--- config.mk ---
export PLATFORM = sky130hd
export DESIGN_NAME = at_response_terminal_recognizer_core_flat
export DESIGN_NICKNAME = d
export VERILOG_FILES = /design/src/rtl/atr_pkg.sv /design/src/rtl/atr_if.sv /design/src/rtl/atr_ram.sv /design/src/rtl/atr_datapath.sv /design/src/rtl/atr_ctrl.sv /design/src/rtl/at_response_terminal_recognizer_core.sv /design/src/flat_wrapper.sv
export SDC_FILE = /design/constraint.sdc
export NUM_CORES = 2
export LEC_CHECK = 0
export BUFFER_PORTS_ARGS = -buffer_cell sky130_fd_sc_hd__buf_2
export CAP_MARGIN = 10
export CORE_UTILIZATION = 40
export DETAILED_ROUTE_END_ITERATION = 8
export SLEW_MARGIN = 20
export SYNTH_ARGS = -nofsm -noshare
export SYNTH_HDL_FRONTEND = slang
export SYNTH_HIERARCHICAL = 1
export SYNTH_SLANG_ARGS = --single-unit
--- constraint.sdc ---
create_clock -name clk -period 5.65 [get_ports clk]
set_clock_uncertainty 0.2 [all_clocks]
set_input_delay 0.2825 -clock clk [delete_from_list [all_inputs] [get_ports clk]]
set_output_delay 0.2825 -clock clk [all_outputs]
set_load 0.03 [all_outputs]
--- src/rtl/atr_pkg.sv ---
// ----------------------------------------------------------------------------
// atr_pkg
// Shared types, sizes and codes for the AT response terminal recognizer.
// ----------------------------------------------------------------------------
package atr_pkg;

  // Store sizes
  localparam int LINE_DEPTH = 160;
  localparam int RESP_DEPTH = 256;

  localparam int LINE_AW  = $clog2(LINE_DEPTH);
  localparam int RESP_AW  = $clog2(RESP_DEPTH);
  localparam int RESP_FW  = $clog2(RESP_DEPTH + 1);
  localparam int LINE_LAST = LINE_DEPTH - 1;

  // Width for fill + separator + line + terminator against capacity
  localparam int SUM_W_RAW = $clog2(RESP_DEPTH + LINE_DEPTH + 2) + 1;
  localparam int SUM_W     = (SUM_W_RAW > 10) ? SUM_W_RAW : 10;

  // Field widths
  localparam int OP_W     = 2;
  localparam int BYTE_W   = 8;
  localparam int STATUS_W = 3;
  localparam int CNT_W    = 16;
  localparam int CAP_W    = 9;
  localparam int LEN_W    = 8;
  localparam int CFG_IDX_W  = 2;
  localparam int CFG_DATA_W = 16;

  localparam logic [CNT_W-1:0] TIMEOUT_RESET = 16'd1000;
  localparam logic [LEN_W-1:0] LEN_MAX       = 8'd255;

  // Line recognition
  localparam int HEAD_LEN = 5;
  localparam logic [BYTE_W-1:0] CHAR_CR = 8'h0D;
  localparam logic [BYTE_W-1:0] CHAR_LF = 8'h0A;
  localparam logic [2*BYTE_W-1:0]        OK_TEXT    = "OK";
  localparam logic [HEAD_LEN*BYTE_W-1:0] ERROR_TEXT = "ERROR";

  typedef enum logic [OP_W-1:0] {
    OP_ARM  = 2'd0,
    OP_BYTE = 2'd1,
    OP_TICK = 2'd2,
    OP_READ = 2'd3
  } op_t;

  typedef enum logic [STATUS_W-1:0] {
    ST_PENDING  = 3'd0,
    ST_OK       = 3'd1,
    ST_REFUSED  = 3'd2,
    ST_OVERFLOW = 3'd3,
    ST_TIMEOUT  = 3'd4
  } status_t;

  typedef enum logic [CFG_IDX_W-1:0] {
    CFG_TIMEOUT  = 2'd0,
    CFG_CAPACITY = 2'd1
  } cfg_reg_t;

  // Controller to datapath
  typedef struct packed {
    logic load_item;
    logic exec;
    logic copy;
    logic load_out;
  } cmd_t;

  // Datapath to controller
  typedef struct packed {
    logic copy_start;
    logic copy_done;
  } sts_t;

endpackage

--- src/rtl/atr_if.sv ---
// ----------------------------------------------------------------------------
// atr_if
// Handshake channels: input items, result items, configuration writes.
// ----------------------------------------------------------------------------
interface atr_item_if;
  logic                         valid;
  logic                         ready;
  logic [atr_pkg::OP_W-1:0]     opcode;
  logic [atr_pkg::BYTE_W-1:0]   rx_byte;
  logic [atr_pkg::BYTE_W-1:0]   read_index;

  modport source (output valid, opcode, rx_byte, read_index, input ready);
  modport sink   (input valid, opcode, rx_byte, read_index, output ready);
endinterface

interface atr_result_if;
  logic                           valid;
  logic                           ready;
  logic [atr_pkg::STATUS_W-1:0]   status;
  logic [atr_pkg::LEN_W-1:0]      response_length;
  logic [atr_pkg::BYTE_W-1:0]     read_data;
  logic [atr_pkg::CNT_W-1:0]      refusal_count;
  logic [atr_pkg::CNT_W-1:0]      timeout_count;

  modport source (output valid, status, response_length, read_data, refusal_count,
                  timeout_count, input ready);
  modport sink   (input valid, status, response_length, read_data, refusal_count,
                  timeout_count, output ready);
endinterface

interface atr_cfg_if;
  logic                             valid;
  logic                             ready;
  logic [atr_pkg::CFG_IDX_W-1:0]    reg_index;
  logic [atr_pkg::CFG_DATA_W-1:0]   wdata;

  modport source (output valid, reg_index, wdata, input ready);
  modport sink   (input valid, reg_index, wdata, output ready);
endinterface

--- src/rtl/atr_ram.sv ---
// ----------------------------------------------------------------------------
// atr_ram
// Generic single-write, single-read RAM with registered read data.
// ----------------------------------------------------------------------------
module atr_ram #(
  parameter int WIDTH = 8,
  parameter int DEPTH = 256
) (
  input  logic                     clk,
  input  logic                     we,
  input  logic [$clog2(DEPTH)-1:0] waddr,
  input  logic [WIDTH-1:0]         wdata,
  input  logic                     re,
  input  logic [$clog2(DEPTH)-1:0] raddr,
  output logic [WIDTH-1:0]         rdata
);

  logic [WIDTH-1:0] mem [DEPTH];

  always_ff @(posedge clk) begin
    if (we) begin
      mem[waddr] <= wdata;
    end
    if (re) begin
      rdata <= mem[raddr];
    end
  end

endmodule

--- src/rtl/atr_datapath.sv ---
// ----------------------------------------------------------------------------
// atr_datapath
// Item registers, line and response stores, line recognition, counters
// and the result register.
// ----------------------------------------------------------------------------
module atr_datapath (
  input  logic                              clk,
  input  logic                              rst,
  input  logic [atr_pkg::OP_W-1:0]          opcode,
  input  logic [atr_pkg::BYTE_W-1:0]        rx_byte,
  input  logic [atr_pkg::BYTE_W-1:0]        read_index,
  input  logic                              cfg_we,
  input  logic [atr_pkg::CFG_IDX_W-1:0]     cfg_index,
  input  logic [atr_pkg::CFG_DATA_W-1:0]    cfg_data,
  input  atr_pkg::cmd_t                     cmd,
  output atr_pkg::sts_t                     sts,
  output logic [atr_pkg::STATUS_W-1:0]      status,
  output logic [atr_pkg::LEN_W-1:0]         response_length,
  output logic [atr_pkg::BYTE_W-1:0]        read_data,
  output logic [atr_pkg::CNT_W-1:0]         refusal_count,
  output logic [atr_pkg::CNT_W-1:0]         timeout_count
);

  localparam int LAW = atr_pkg::LINE_AW;
  localparam int RAW = atr_pkg::RESP_AW;
  localparam int RFW = atr_pkg::RESP_FW;
  localparam int SW  = atr_pkg::SUM_W;
  localparam int BW  = atr_pkg::BYTE_W;

  // Item registers
  atr_pkg::op_t op_q;
  logic [BW-1:0] rx_q;
  logic [BW-1:0] idx_q;

  // Configuration
  logic [atr_pkg::CNT_W-1:0] timeout_ticks;
  logic [atr_pkg::CAP_W-1:0] capacity;

  // Exchange state
  logic [LAW-1:0]            line_fill;
  logic [LAW-1:0]            line_len;
  logic [BW-1:0]             head [atr_pkg::HEAD_LEN];
  logic [RFW-1:0]            resp_fill;
  logic [atr_pkg::CNT_W-1:0] elapsed;
  atr_pkg::status_t          outcome;
  logic [atr_pkg::CNT_W-1:0] refusal_total;
  logic [atr_pkg::CNT_W-1:0] timeout_total;

  // Copy sequencer
  logic [LAW-1:0] copy_rd;
  logic           copy_pend;

  // RAM ports
  logic           line_we;
  logic           line_re;
  logic [BW-1:0]  line_rdata;
  logic           resp_we;
  logic [BW-1:0]  resp_wdata;
  logic           resp_re;
  logic [BW-1:0]  resp_rdata;

  // Decode
  logic                      pending;
  logic                      is_eol;
  logic                      byte_go;
  logic                      line_end;
  logic                      byte_store;
  logic                      is_ok;
  logic                      is_err;
  logic                      sep;
  logic [SW-1:0]             cap_ext;
  logic [SW-1:0]             cap_eff;
  logic [SW-1:0]             need;
  logic                      no_room;
  logic                      append;
  logic [atr_pkg::CNT_W-1:0] tick_next;
  logic                      idx_valid;

  assign pending  = (outcome == atr_pkg::ST_PENDING);
  assign is_eol   = (rx_q == atr_pkg::CHAR_CR) || (rx_q == atr_pkg::CHAR_LF);
  assign byte_go  = cmd.exec && (op_q == atr_pkg::OP_BYTE) && pending;
  assign line_end = byte_go && is_eol && (line_fill != '0);
  assign byte_store = byte_go && !is_eol && (line_fill < LAW'(atr_pkg::LINE_LAST));

  assign is_ok  = (line_fill == LAW'(2)) && ({head[0], head[1]} == atr_pkg::OK_TEXT);
  assign is_err = (line_fill >= LAW'(atr_pkg::HEAD_LEN)) &&
                  ({head[0], head[1], head[2], head[3], head[4]} == atr_pkg::ERROR_TEXT);

  assign sep     = (resp_fill != '0);
  assign cap_ext = SW'(capacity);
  assign cap_eff = (cap_ext > SW'(atr_pkg::RESP_DEPTH)) ? SW'(atr_pkg::RESP_DEPTH) : cap_ext;
  assign need    = SW'(resp_fill) + SW'(sep) + SW'(line_fill) + SW'(1);
  assign no_room = (need > cap_eff);
  assign append  = line_end && !is_ok && !is_err && (capacity != '0) && !no_room;

  assign tick_next = elapsed + atr_pkg::CNT_W'(1);
  assign idx_valid = (SW'(idx_q) < SW'(resp_fill)) &&
                     (SW'(idx_q) < SW'(atr_pkg::RESP_DEPTH));

  assign sts.copy_start = append;
  assign sts.copy_done  = (copy_rd == line_len) && !copy_pend;

  // Store ports
  assign line_we    = byte_store;
  assign line_re    = cmd.copy && (copy_rd != line_len);
  assign resp_we    = (append && sep) || (cmd.copy && copy_pend);
  assign resp_wdata = (cmd.copy && copy_pend) ? line_rdata : atr_pkg::CHAR_LF;
  assign resp_re    = cmd.exec && (op_q == atr_pkg::OP_READ);

  atr_ram #(
    .WIDTH (BW),
    .DEPTH (atr_pkg::LINE_DEPTH)
  ) u_line_ram (
    .clk   (clk),
    .we    (line_we),
    .waddr (line_fill),
    .wdata (rx_q),
    .re    (line_re),
    .raddr (copy_rd),
    .rdata (line_rdata)
  );

  atr_ram #(
    .WIDTH (BW),
    .DEPTH (atr_pkg::RESP_DEPTH)
  ) u_resp_ram (
    .clk   (clk),
    .we    (resp_we),
    .waddr (resp_fill[RAW-1:0]),
    .wdata (resp_wdata),
    .re    (resp_re),
    .raddr (RAW'(idx_q)),
    .rdata (resp_rdata)
  );

  // Item capture and line head (payload, no reset)
  always_ff @(posedge clk) begin
    if (cmd.load_item) begin
      op_q  <= atr_pkg::op_t'(opcode);
      rx_q  <= rx_byte;
      idx_q <= read_index;
    end
    if (byte_store && (line_fill < LAW'(atr_pkg::HEAD_LEN))) begin
      head[line_fill[2:0]] <= rx_q;
    end
    if (line_end) begin
      line_len <= line_fill;
    end
  end

  // Configuration registers
  always_ff @(posedge clk) begin
    if (rst) begin
      timeout_ticks <= atr_pkg::TIMEOUT_RESET;
      capacity      <= '0;
    end else if (cfg_we) begin
      unique case (atr_pkg::cfg_reg_t'(cfg_index))
        atr_pkg::CFG_TIMEOUT:  timeout_ticks <= cfg_data;
        atr_pkg::CFG_CAPACITY: capacity      <= cfg_data[atr_pkg::CAP_W-1:0];
        default: ;
      endcase
    end
  end

  // Exchange state and copy sequencer
  always_ff @(posedge clk) begin
    if (rst) begin
      line_fill     <= '0;
      resp_fill     <= '0;
      elapsed       <= '0;
      outcome       <= atr_pkg::ST_PENDING;
      refusal_total <= '0;
      timeout_total <= '0;
      copy_rd       <= '0;
      copy_pend     <= 1'b0;
    end else begin
      if (cmd.exec) begin
        case (op_q)
          atr_pkg::OP_ARM: begin
            line_fill <= '0;
            resp_fill <= '0;
            elapsed   <= '0;
            outcome   <= atr_pkg::ST_PENDING;
          end
          atr_pkg::OP_BYTE: begin
            if (pending) begin
              if (is_eol) begin
                if (line_fill != '0) begin
                  line_fill <= '0;
                  if (is_ok) begin
                    outcome <= atr_pkg::ST_OK;
                  end else if (is_err) begin
                    refusal_total <= refusal_total + atr_pkg::CNT_W'(1);
                    outcome       <= atr_pkg::ST_REFUSED;
                  end else if (capacity != '0) begin
                    if (no_room) begin
                      outcome <= atr_pkg::ST_OVERFLOW;
                    end else begin
                      // separator goes in now, line bytes follow in the copy
                      if (sep) begin
                        resp_fill <= resp_fill + RFW'(1);
                      end
                      copy_rd   <= '0;
                      copy_pend <= 1'b0;
                    end
                  end
                end
              end else if (byte_store) begin
                line_fill <= line_fill + LAW'(1);
              end else begin
                outcome <= atr_pkg::ST_OVERFLOW;
              end
            end
          end
          atr_pkg::OP_TICK: begin
            if (pending) begin
              elapsed <= tick_next;
              if (tick_next >= timeout_ticks) begin
                timeout_total <= timeout_total + atr_pkg::CNT_W'(1);
                outcome       <= atr_pkg::ST_TIMEOUT;
              end
            end
          end
          default: ;
        endcase
      end

      if (cmd.copy) begin
        // issue one line read per cycle, write back the byte read last cycle
        copy_pend <= line_re;
        if (line_re) begin
          copy_rd <= copy_rd + LAW'(1);
        end
        if (copy_pend) begin
          resp_fill <= resp_fill + RFW'(1);
        end
      end
    end
  end

  // Result register (payload)
  always_ff @(posedge clk) begin
    if (cmd.load_out) begin
      status          <= outcome;
      response_length <= (SW'(resp_fill) > SW'(atr_pkg::LEN_MAX)) ?
                         atr_pkg::LEN_MAX : resp_fill[atr_pkg::LEN_W-1:0];
      read_data       <= ((op_q == atr_pkg::OP_READ) && idx_valid) ? resp_rdata : '0;
      refusal_count   <= refusal_total;
      timeout_count   <= timeout_total;
    end
  end

endmodule

--- src/rtl/atr_ctrl.sv ---
// ----------------------------------------------------------------------------
// atr_ctrl
// Sequencing state machine: take item, execute, copy line, deliver result.
// ----------------------------------------------------------------------------
module atr_ctrl (
  input  logic          clk,
  input  logic          rst,
  input  logic          in_valid,
  output logic          in_ready,
  output logic          out_valid,
  input  logic          out_ready,
  input  atr_pkg::sts_t sts,
  output atr_pkg::cmd_t cmd
);

  typedef enum logic [3:0] {
    S_IDLE = 4'b0001,
    S_EXEC = 4'b0010,
    S_COPY = 4'b0100,
    S_DONE = 4'b1000
  } state_t;

  state_t state;
  state_t state_next;

  assign in_ready = (state == S_IDLE);

  always_comb begin
    state_next = state;
    cmd        = '0;
    unique case (state)
      S_IDLE: begin
        if (in_valid) begin
          cmd.load_item = 1'b1;
          state_next    = S_EXEC;
        end
      end
      S_EXEC: begin
        cmd.exec   = 1'b1;
        state_next = sts.copy_start ? S_COPY : S_DONE;
      end
      S_COPY: begin
        cmd.copy = 1'b1;
        if (sts.copy_done) begin
          state_next = S_DONE;
        end
      end
      S_DONE: begin
        // hold until the result register is free
        if (!out_valid || out_ready) begin
          cmd.load_out = 1'b1;
          state_next   = S_IDLE;
        end
      end
      default: state_next = S_IDLE;
    endcase
  end

  always_ff @(posedge clk) begin
    if (rst) begin
      state     <= S_IDLE;
      out_valid <= 1'b0;
    end else begin
      state <= state_next;
      if (cmd.load_out) begin
        out_valid <= 1'b1;
      end else if (out_ready) begin
        out_valid <= 1'b0;
      end
    end
  end

endmodule

--- src/rtl/at_response_terminal_recognizer_core.sv ---
// ----------------------------------------------------------------------------
// at_response_terminal_recognizer_core
// Watches modem reply bytes, ticks and reads; one result item per input item.
// ----------------------------------------------------------------------------
//  channel   dir  handshake      payload
//  items     in   valid/ready    opcode, rx_byte, read_index
//  results   out  valid/ready    status, response_length, read_data,
//                                refusal_count, timeout_count
//  cfg       in   valid/ready    reg_index, wdata (0 timeout, 1 capacity)
//
//  Arm, byte, tick and read items pass from accept through execute and done to result valid.
//  A line appended to the response also passes through the copy state: the line store
//  read port copies one byte per cycle into the response store.
//  Reset is synchronous; the stores need no clearing pass.
//  A stalled result holds in the output register while the next item is
//  accepted and processed; that item's result waits until the register frees.
// ----------------------------------------------------------------------------
module at_response_terminal_recognizer_core (
  input  logic                clk,
  input  logic                rst,
  atr_item_if.sink            items,
  atr_result_if.source        results,
  atr_cfg_if.sink             cfg
);

  atr_pkg::cmd_t cmd;
  atr_pkg::sts_t sts;

  assign cfg.ready = 1'b1;

  atr_ctrl u_ctrl (
    .clk       (clk),
    .rst       (rst),
    .in_valid  (items.valid),
    .in_ready  (items.ready),
    .out_valid (results.valid),
    .out_ready (results.ready),
    .sts       (sts),
    .cmd       (cmd)
  );

  atr_datapath u_dp (
    .clk             (clk),
    .rst             (rst),
    .opcode          (items.opcode),
    .rx_byte         (items.rx_byte),
    .read_index      (items.read_index),
    .cfg_we          (cfg.valid),
    .cfg_index       (cfg.reg_index),
    .cfg_data        (cfg.wdata),
    .cmd             (cmd),
    .sts             (sts),
    .status          (results.status),
    .response_length (results.response_length),
    .read_data       (results.read_data),
    .refusal_count   (results.refusal_count),
    .timeout_count   (results.timeout_count)
  );

`ifndef NO_ASSERTIONS
  // An accepted item is executed before any result can be loaded
  a_no_load_after_accept: assert property (@(posedge clk) disable iff (rst)
    (items.valid && items.ready) |=> !cmd.load_out)
    else $error("result loaded in the cycle after an item was accepted");

  // No second item is taken while one is in flight
  a_busy_after_accept: assert property (@(posedge clk) disable iff (rst)
    (items.valid && items.ready) |=> !items.ready)
    else $error("item accepted while previous item still executing");

  // Line copy never overlaps item intake
  a_copy_blocks_intake: assert property (@(posedge clk) disable iff (rst)
    cmd.copy |-> !items.ready)
    else $error("input ready during line copy");

  // A copy only starts from execution of an item
  a_copy_follows_exec: assert property (@(posedge clk) disable iff (rst)
    (cmd.copy && !$past(cmd.copy)) |-> $past(cmd.exec && sts.copy_start))
    else $error("line copy started without a line end");
`endif

endmodule

--- src/flat_wrapper.sv ---
// flat-port wrapper written by rule: the top's interface ports become plain ports
module at_response_terminal_recognizer_core_flat 
  (clk, rst, items_valid, items_opcode, items_rx_byte, items_read_index, items_ready, results_valid, results_status, results_response_length, results_read_data, results_refusal_count, results_timeout_count, results_ready, cfg_valid, cfg_reg_index, cfg_wdata, cfg_ready);
  atr_item_if items_i ();
  atr_result_if results_i ();
  atr_cfg_if cfg_i ();
  input  logic clk;
  input  logic rst;
  input wire logic [$bits(items_i.valid)-1:0] items_valid;
  input wire logic [$bits(items_i.opcode)-1:0] items_opcode;
  input wire logic [$bits(items_i.rx_byte)-1:0] items_rx_byte;
  input wire logic [$bits(items_i.read_index)-1:0] items_read_index;
  output wire logic [$bits(items_i.ready)-1:0] items_ready;
  output wire logic [$bits(results_i.valid)-1:0] results_valid;
  output wire logic [$bits(results_i.status)-1:0] results_status;
  output wire logic [$bits(results_i.response_length)-1:0] results_response_length;
  output wire logic [$bits(results_i.read_data)-1:0] results_read_data;
  output wire logic [$bits(results_i.refusal_count)-1:0] results_refusal_count;
  output wire logic [$bits(results_i.timeout_count)-1:0] results_timeout_count;
  input wire logic [$bits(results_i.ready)-1:0] results_ready;
  input wire logic [$bits(cfg_i.valid)-1:0] cfg_valid;
  input wire logic [$bits(cfg_i.reg_index)-1:0] cfg_reg_index;
  input wire logic [$bits(cfg_i.wdata)-1:0] cfg_wdata;
  output wire logic [$bits(cfg_i.ready)-1:0] cfg_ready;
  assign items_i.valid = items_valid;
  assign items_i.opcode = items_opcode;
  assign items_i.rx_byte = items_rx_byte;
  assign items_i.read_index = items_read_index;
  assign items_ready = items_i.ready;
  assign results_valid = results_i.valid;
  assign results_status = results_i.status;
  assign results_response_length = results_i.response_length;
  assign results_read_data = results_i.read_data;
  assign results_refusal_count = results_i.refusal_count;
  assign results_timeout_count = results_i.timeout_count;
  assign results_i.ready = results_ready;
  assign cfg_i.valid = cfg_valid;
  assign cfg_i.reg_index = cfg_reg_index;
  assign cfg_i.wdata = cfg_wdata;
  assign cfg_ready = cfg_i.ready;
  at_response_terminal_recognizer_core u_core (.clk(clk), .rst(rst), .items(items_i), .results(results_i), .cfg(cfg_i));
endmodule
Yosys cells after proc, flatten, opt, wreduce, memory -nomap -nowiden
Memory sizes are Yosys's and may differ from the RTL's. A register that Yosys moved wholly into a read port is not among the register bits.
Index checks and enable logic that the tools add are counted.

word-level totals
  bits of input ports = 41
  output and inout bits = 54
  memories = 3
  word-level logic and storage cells = 196
  register bits = 184
  bits in writable memories = 3,368

cells by class
  bitwise gates (word level) = 1
  equality and inequality tests = 29
  add/subtract/negate cells = 9
  reductions and logical operators = 53
  order comparisons = 8
  multiplexer cells = 72

memories
  name                        depth  width  rd ports  clocked after memory_dff  wr ports  line                text
  u_core.u_dp.u_resp_ram.mem  256    8      1         1                         1         atr_ram.sv:18       logic [WIDTH-1:0] mem [DEPTH];
  u_core.u_dp.u_line_ram.mem  160    8      1         1                         1         atr_ram.sv:18
  u_core.u_dp.head            5      8      5         0                         1         atr_datapath.sv:42  logic [BW-1:0] head [atr_pkg::HEAD_LEN];

operator list
  operator                                                            number
  8-bit 2-to-1 mux                                                    16
  9-bit 2-to-1 mux                                                    12
  16-bit by 1-bit adder with 16-bit output (second input constant)    3
  40-bit by 39-bit == test with 1-bit output (second input constant)  1
  16-bit one-hot mux with 2 select lines                              1
  3-bit 2-to-1 mux                                                    10
  1-bit 2-to-1 mux                                                    24
  1-bit logical AND                                                   19
  9-bit one-hot mux with 2 select lines                               1
  9-bit AND reduction                                                 2
  2-bit nonzero test                                                  9
  9-bit nonzero test                                                  2
  8-bit by 1-bit adder with 8-bit output (second input constant)      2
  16-bit by 15-bit == test with 1-bit output (second input constant)  1
  8-bit by 4-bit == test with 1-bit output (second input constant)    2
  16-bit greater-or-equal comparator                                  1
  16-bit 2-to-1 mux                                                   1
  4-bit 2-to-1 mux                                                    4
  2-bit != test (second input constant)                               8
  4-bit one-hot mux with 4 select lines                               1
  8-bit one-hot mux with 2 select lines                               1
  10-bit by 1-bit adder with 10-bit output (second input constant)    1
  10-bit by 8-bit adder with 10-bit output                            1
  9-bit by 1-bit adder with 10-bit output                             1
  other kinds (35)                                                    48

Logic depth before layout (Yosys ltp)
  word-level depth = 16
  depth in mapped cells = 30
  depth with buffers taken out = 26

Hierarchy
The synthesis kept the hierarchy.

by module, submodules not included
  module                                cells an instance  times used  seq. area each (um2)  area an instance (um2)
  atr_ram (u_core.u_dp.u_resp_ram)      3,733              1           61,739.2              79,636.4
  atr_ram (u_core.u_dp.u_line_ram)      2,489              1           38,677.1              50,462.1
  atr_datapath                          1,032              1           5,555.3               10,651.5
  atr_ctrl                              32                 1           100.1                 286.5
  at_response_terminal_recognizer_core  2                  1           0.0                   11.3

Least setup slack after synthesis
No wires, ideal clock.

  path type = flip-flop to flip-flop
  from = register u_core.u_dp.resp_fill[3]
  to = memory u_core.u_dp.u_resp_ram.mem[234][0] (enable)
  stages on the path, launching flop included = 30
  setup time = 0.370 ns
  period minus slack after synthesis = 5.924 ns
  arrival = 5.354 ns
  path buffers = 5
  slack = -0.274 ns
  required time = 5.080 ns
  cells stage by stage = dfxtp_1 > clkbuf_2 > nor4_1 > nand4_1 > inv_1 > ha_1 > inv_1 > ha_1 > inv_1 > fa_1 > nor2b_1 > o21ai_0 > nand2b_1 > a21o_1 > a21oi_1 > xnor2_1 > ha_1 > o21ai_0 > o21bai_1 > nor4bb_1 > o21a_1 > clkbuf_1 > nand3_1 > o21a_1 > inv_1 > clkbuf_1 > buf_1 > nand3_1 > clkbuf_1 > nor2_1

between the ends
  word-level cells in the longest chain between the ends = 11

ends and longest elaborated chain
  what                                            line                 text
  start, declared                                 atr_datapath.sv:43   logic [RFW-1:0] resp_fill;
  start signal, assigned                          atr_datapath.sv:201  resp_fill <= resp_fill + RFW'(1);
  start signal, assigned                          atr_datapath.sv:235  resp_fill <= resp_fill + RFW'(1);
  9-bit nonzero test                              atr_datapath.sv:89   assign sep = (resp_fill != '0);
  9-bit by 1-bit adder with 10-bit output         atr_datapath.sv:92   assign need = SW'(resp_fill) + SW'(sep) + SW'(line_fill) + SW'(1);
  10-bit by 8-bit adder with 10-bit output        atr_datapath.sv:92
  10-bit by 1-bit adder with 10-bit output        atr_datapath.sv:92
  10-bit by 9-bit > comparator with 1-bit output  atr_datapath.sv:93   assign no_room = (need > cap_eff);
  1-bit logical NOT                               atr_datapath.sv:94   assign append = line_end && !is_ok && !is_err && (capacity != '0) && !no_room;
  1-bit logical AND                               atr_datapath.sv:94
  1-bit logical AND (*)                           atr_datapath.sv:106  assign resp_we = (append && sep) || (cmd.copy && copy_pend);
  1-bit logical OR (*)                            atr_datapath.sv:106
  net u_core.u_dp.resp_we                         atr_datapath.sv:57   logic resp_we;
  1-bit 2-to-1 mux (*)                            atr_ram.sv:21        if (we) begin
  1-bit 2-to-1 mux (implied by the code) (*)      atr_ram.sv:22        mem[waddr] <= wdata;
  end, declared                                   atr_ram.sv:18

Mark *: on every way through the listed nets, which the timed path passes. The rest lies on a longest branch.

Final worst setup path
  from = register u_core.u_dp.resp_fill[2]
  to = memory u_core.u_dp.u_resp_ram.mem[19][7] (enable)

The elaborated chain is that of the path after synthesis.

==> flow_summary.toml <==
[status]
status = "completed"

[drt]
drcViolationCount = 0
viasPerCell = 5.85
drt_iter0_drc = 9683
vias = 75700
routed_wl_um = 387000
dr.pass1.iters = 8
ant_nets = 0
wl_per_cell_um = 30.0

[logic_synthesis]
syn_nets = 7395
synth.largest_area_cell = "edfxtp_1"
yosysWarnings = 6
yosysUniqueCellTypes = 92
synth_edf_count = 3461
synth-seq-area-share_pct = 75.2
syn_inst = 7288
synth_top_area_share_pct = 73.7
ys_seq_elements = 3568
syn_area_um2 = 141000
syn_area_per_cell_um2 = 19.4
ys_async_sr_fraction_pct = 0
synth.area.top_cells = "edfxtp_1 74%, mux4_2 11%, mux2i_1 2.2%, dfxtp_1 1.5%, nor2_1 1.5%"
synthFlopType = "edfxtp_1"

[setup_path]
crit_path_start_kind = "register"
path_buf_inv = 8
cp_slowest_cell = "fa_2"
crit_arrival_ns = 5.86
worstPathMaxFanout = 8
cp.required_ns = 6.08
rr_startpoint = "u_core/u_dp/resp_fill[2]"
crit_top_cell = "inv_1"
r2r_cells = 28
crit_type = "reg2reg"
max_stage_delay_ns = 0.33
r2r_end = "u_core/u_dp/u_resp_ram/mem[19][7]"
crit_family = "simple AND/OR/NAND/NOR gates"
worstSetupEndpointType = "register"
reg2reg_slack_ns = 0.23

[sta]
final_max_slew_viol_count = 0
hold-worst-slack_ns = 0.0748
period_share_pct = 96.0
worst_slew_pin_slew_ns = 1.20
setup-violations-final = 0
max_slew_margin_pct = 19.8
hold_viol = 0
period_needed_ns = 5.42
clock.fmax_mhz = 184
fin_ws_ns = 0.227

[min_path]
hold_depth = 4
worstHoldStart = "cfg_wdata[1]"
hp-class = "in2reg"
min_to = "u_core/u_dp/timeout_ticks[1]"

[clocking]
ctsRootBufferMaster = "clkbuf_16"
path_clk_slew_ns = 0.06
htreeDepth = 5
cts_tree = "built"
clockBufferDepth = 4
worstSkewPairLatency_ns = 0.95
cts_made_buffers = 359
numClockSinks = 3568

[pwr]
p_per_area_nw_per_um2 = 332
power.leakage_nw = 49.9
ir_drop_mv = 0.276

[placed_design]
gp_congestion = 0.903
dp_hpwl_um = 247000
placed_cell_area_um2 = 150000
place_ws_ns = 0.292
io_buffers = 93

[cells_and_area]
layout_common_cells = "3,461 x edfxtp_1, 669 x mux4_2, 536 x buf_4"
area_growth_pct = 15.7
design_area_um2 = 163000
fin_nets = 8142
post-route-util_pct = 46.6
final_common_cell = "edfxtp_1"
drive_gt1_share_pct = 24.9

[global_routing]
grt_start_max_net_pins = 166
track_usage_pct = 21.4
overflow = 0
grt_pass1_vias = 75300
antenna_found_initial = 13
grt_pass1_wl_um = 553000

[run]
maxCapViolations = 0

[floorplan]
core_um2 = 350000
die-area_um2 = 355000
fp-row-count = 217
die_w_um = 596
die_h_um = 596
initial_core_util_pct = 40.3
io_pins = 95
[worst min-delay path, stage by stage]
cell and delay, ns:
dlygate4sd3_1 0.57, buf_2 0.19, nand2_1 0.07, a21oi_1 0.05
[registers in the layout, indices dropped and copies added, names as in the netlist, 4 cells and up]
signal                        flops
u_core/u_dp/u_resp_ram/mem     2048
u_core/u_dp/u_line_ram/mem     1280
u_core/u_dp/head                 40
u_core/u_dp/elapsed              16
u_core/u_dp/refusal_count        16
u_core/u_dp/refusal_total        16
u_core/u_dp/timeout_count        16
u_core/u_dp/timeout_ticks        16
u_core/u_dp/timeout_total        16
u_core/u_dp/capacity              9
u_core/u_dp/resp_fill             9
u_core/u_dp/copy_rd               8
u_core/u_dp/idx_q                 8
u_core/u_dp/line_fill             8
u_core/u_dp/line_len              8
u_core/u_dp/read_data             8
u_core/u_dp/response_length       8
u_core/u_dp/rx_q                  8
u_core/u_dp/u_line_ram/rdata      8
u_core/u_dp/u_resp_ram/rdata      8
u_core/u_ctrl/state               4
[synthesized netlist by cell type (73+ instances only)]
library cell	instances
edfxtp_1	3461
mux4_2	669
nor2_1	556
mux2i_1	307
clkbuf_1	206
a21oi_1	197
nand2_1	170
a22oi_1	161
nand3_1	122
dfxtp_1	107
nor3_1	87
o221ai_1	87
o22ai_1	83
o21ai_0	73
[how the worst max path moves through the flow]
stage	start	to	slack [ns]	cells after the start
after floorplan	u_core/u_ctrl/state[2]	u_core/u_dp/u_resp_ram/mem[0][0]	-0.06	3
after global placement	u_core/u_dp/resp_fill[2]	u_core/u_dp/u_resp_ram/mem[0][6]	0.09	28
after detailed placement	u_core/u_dp/resp_fill[2]	u_core/u_dp/u_resp_ram/mem[139][4]	0.29	27
after CTS	u_core/u_dp/resp_fill[2]	u_core/u_dp/u_resp_ram/mem[39][2]	0.23	27
after global routing	u_core/u_dp/resp_fill[2]	u_core/u_dp/u_resp_ram/mem[243][3]	-0.04	28
final	u_core/u_dp/resp_fill[2]	u_core/u_dp/u_resp_ram/mem[19][7]	0.23	28
[per-layer routing]
metal  GRT usage (%)  share of wire (%)  vias to the layer above
li1                -                  -                    31500
met1            30.0                 41                    39700
met2            33.6                 47                     3782
met3            3.66                8.3                      671
met4            7.98                4.0                        4
met5               0             0.0083                        -
[cells by family (layout without fill, tap and decap cells)]
kind of cell	count (synthesis)	count (layout)	share of synthesized area (%)
fa+ha+maj	66	66	0.591
buf+inv	475	1514	1.95
compound gates	809	809	3.94
xor+xnor	54	54	0.335
flops	3568	3568	75.2
other cells	1	5	0.00266
mux	1040	1040	13.7
simple gates	1275	1275	4.33
[timing repair]
| item | in CTS | in global routing |
|---|---|---|
| endpoints found under the setup margin | 0 | 1852 |
| resized for setup | 0 | 13 |
| hold endpoints to repair | 97 | 0 |
| hold buffers | 99 | 0 |
| setup buffers | 0 | 7 |
[stage by stage]
stage,std cells,power [W],setup TNS (ns)
5_1_grt,12900,0.0555,-1.47
3_5_place_dp,12200,0.0311,0
6_report,12900,0.0541,0
2_1_floorplan,7288,0.0305,-112.10
4_1_cts,12900,0.0545,0
3_3_place_gp,12200,0.0311,0
[final cells by class]
type                            instances  area (µm²)
Inverter                               61         231
Sequential cell                      3568      106000
Clock inverter                        221        2180
Antenna cell                            4        10.0
Multi-Input combinational cell       3245       32700
Clock buffer                          432        9400
Timing Repair Buffer                  800        6900
Tap cell                             4599        5750
Fill cell                           28900      187000
[power by group]
| group | total [W] | internal [W] | switching [W] |
|---|---|---|---|
| Sequential | 0.0289 | 0.0288 | 0.0000477 |
| Clock | 0.0235 | 0.0134 | 0.0101 |
| Combinational | 0.00171 | 0.000560 | 0.00115 |
Power figures use the tool's default switching activity.
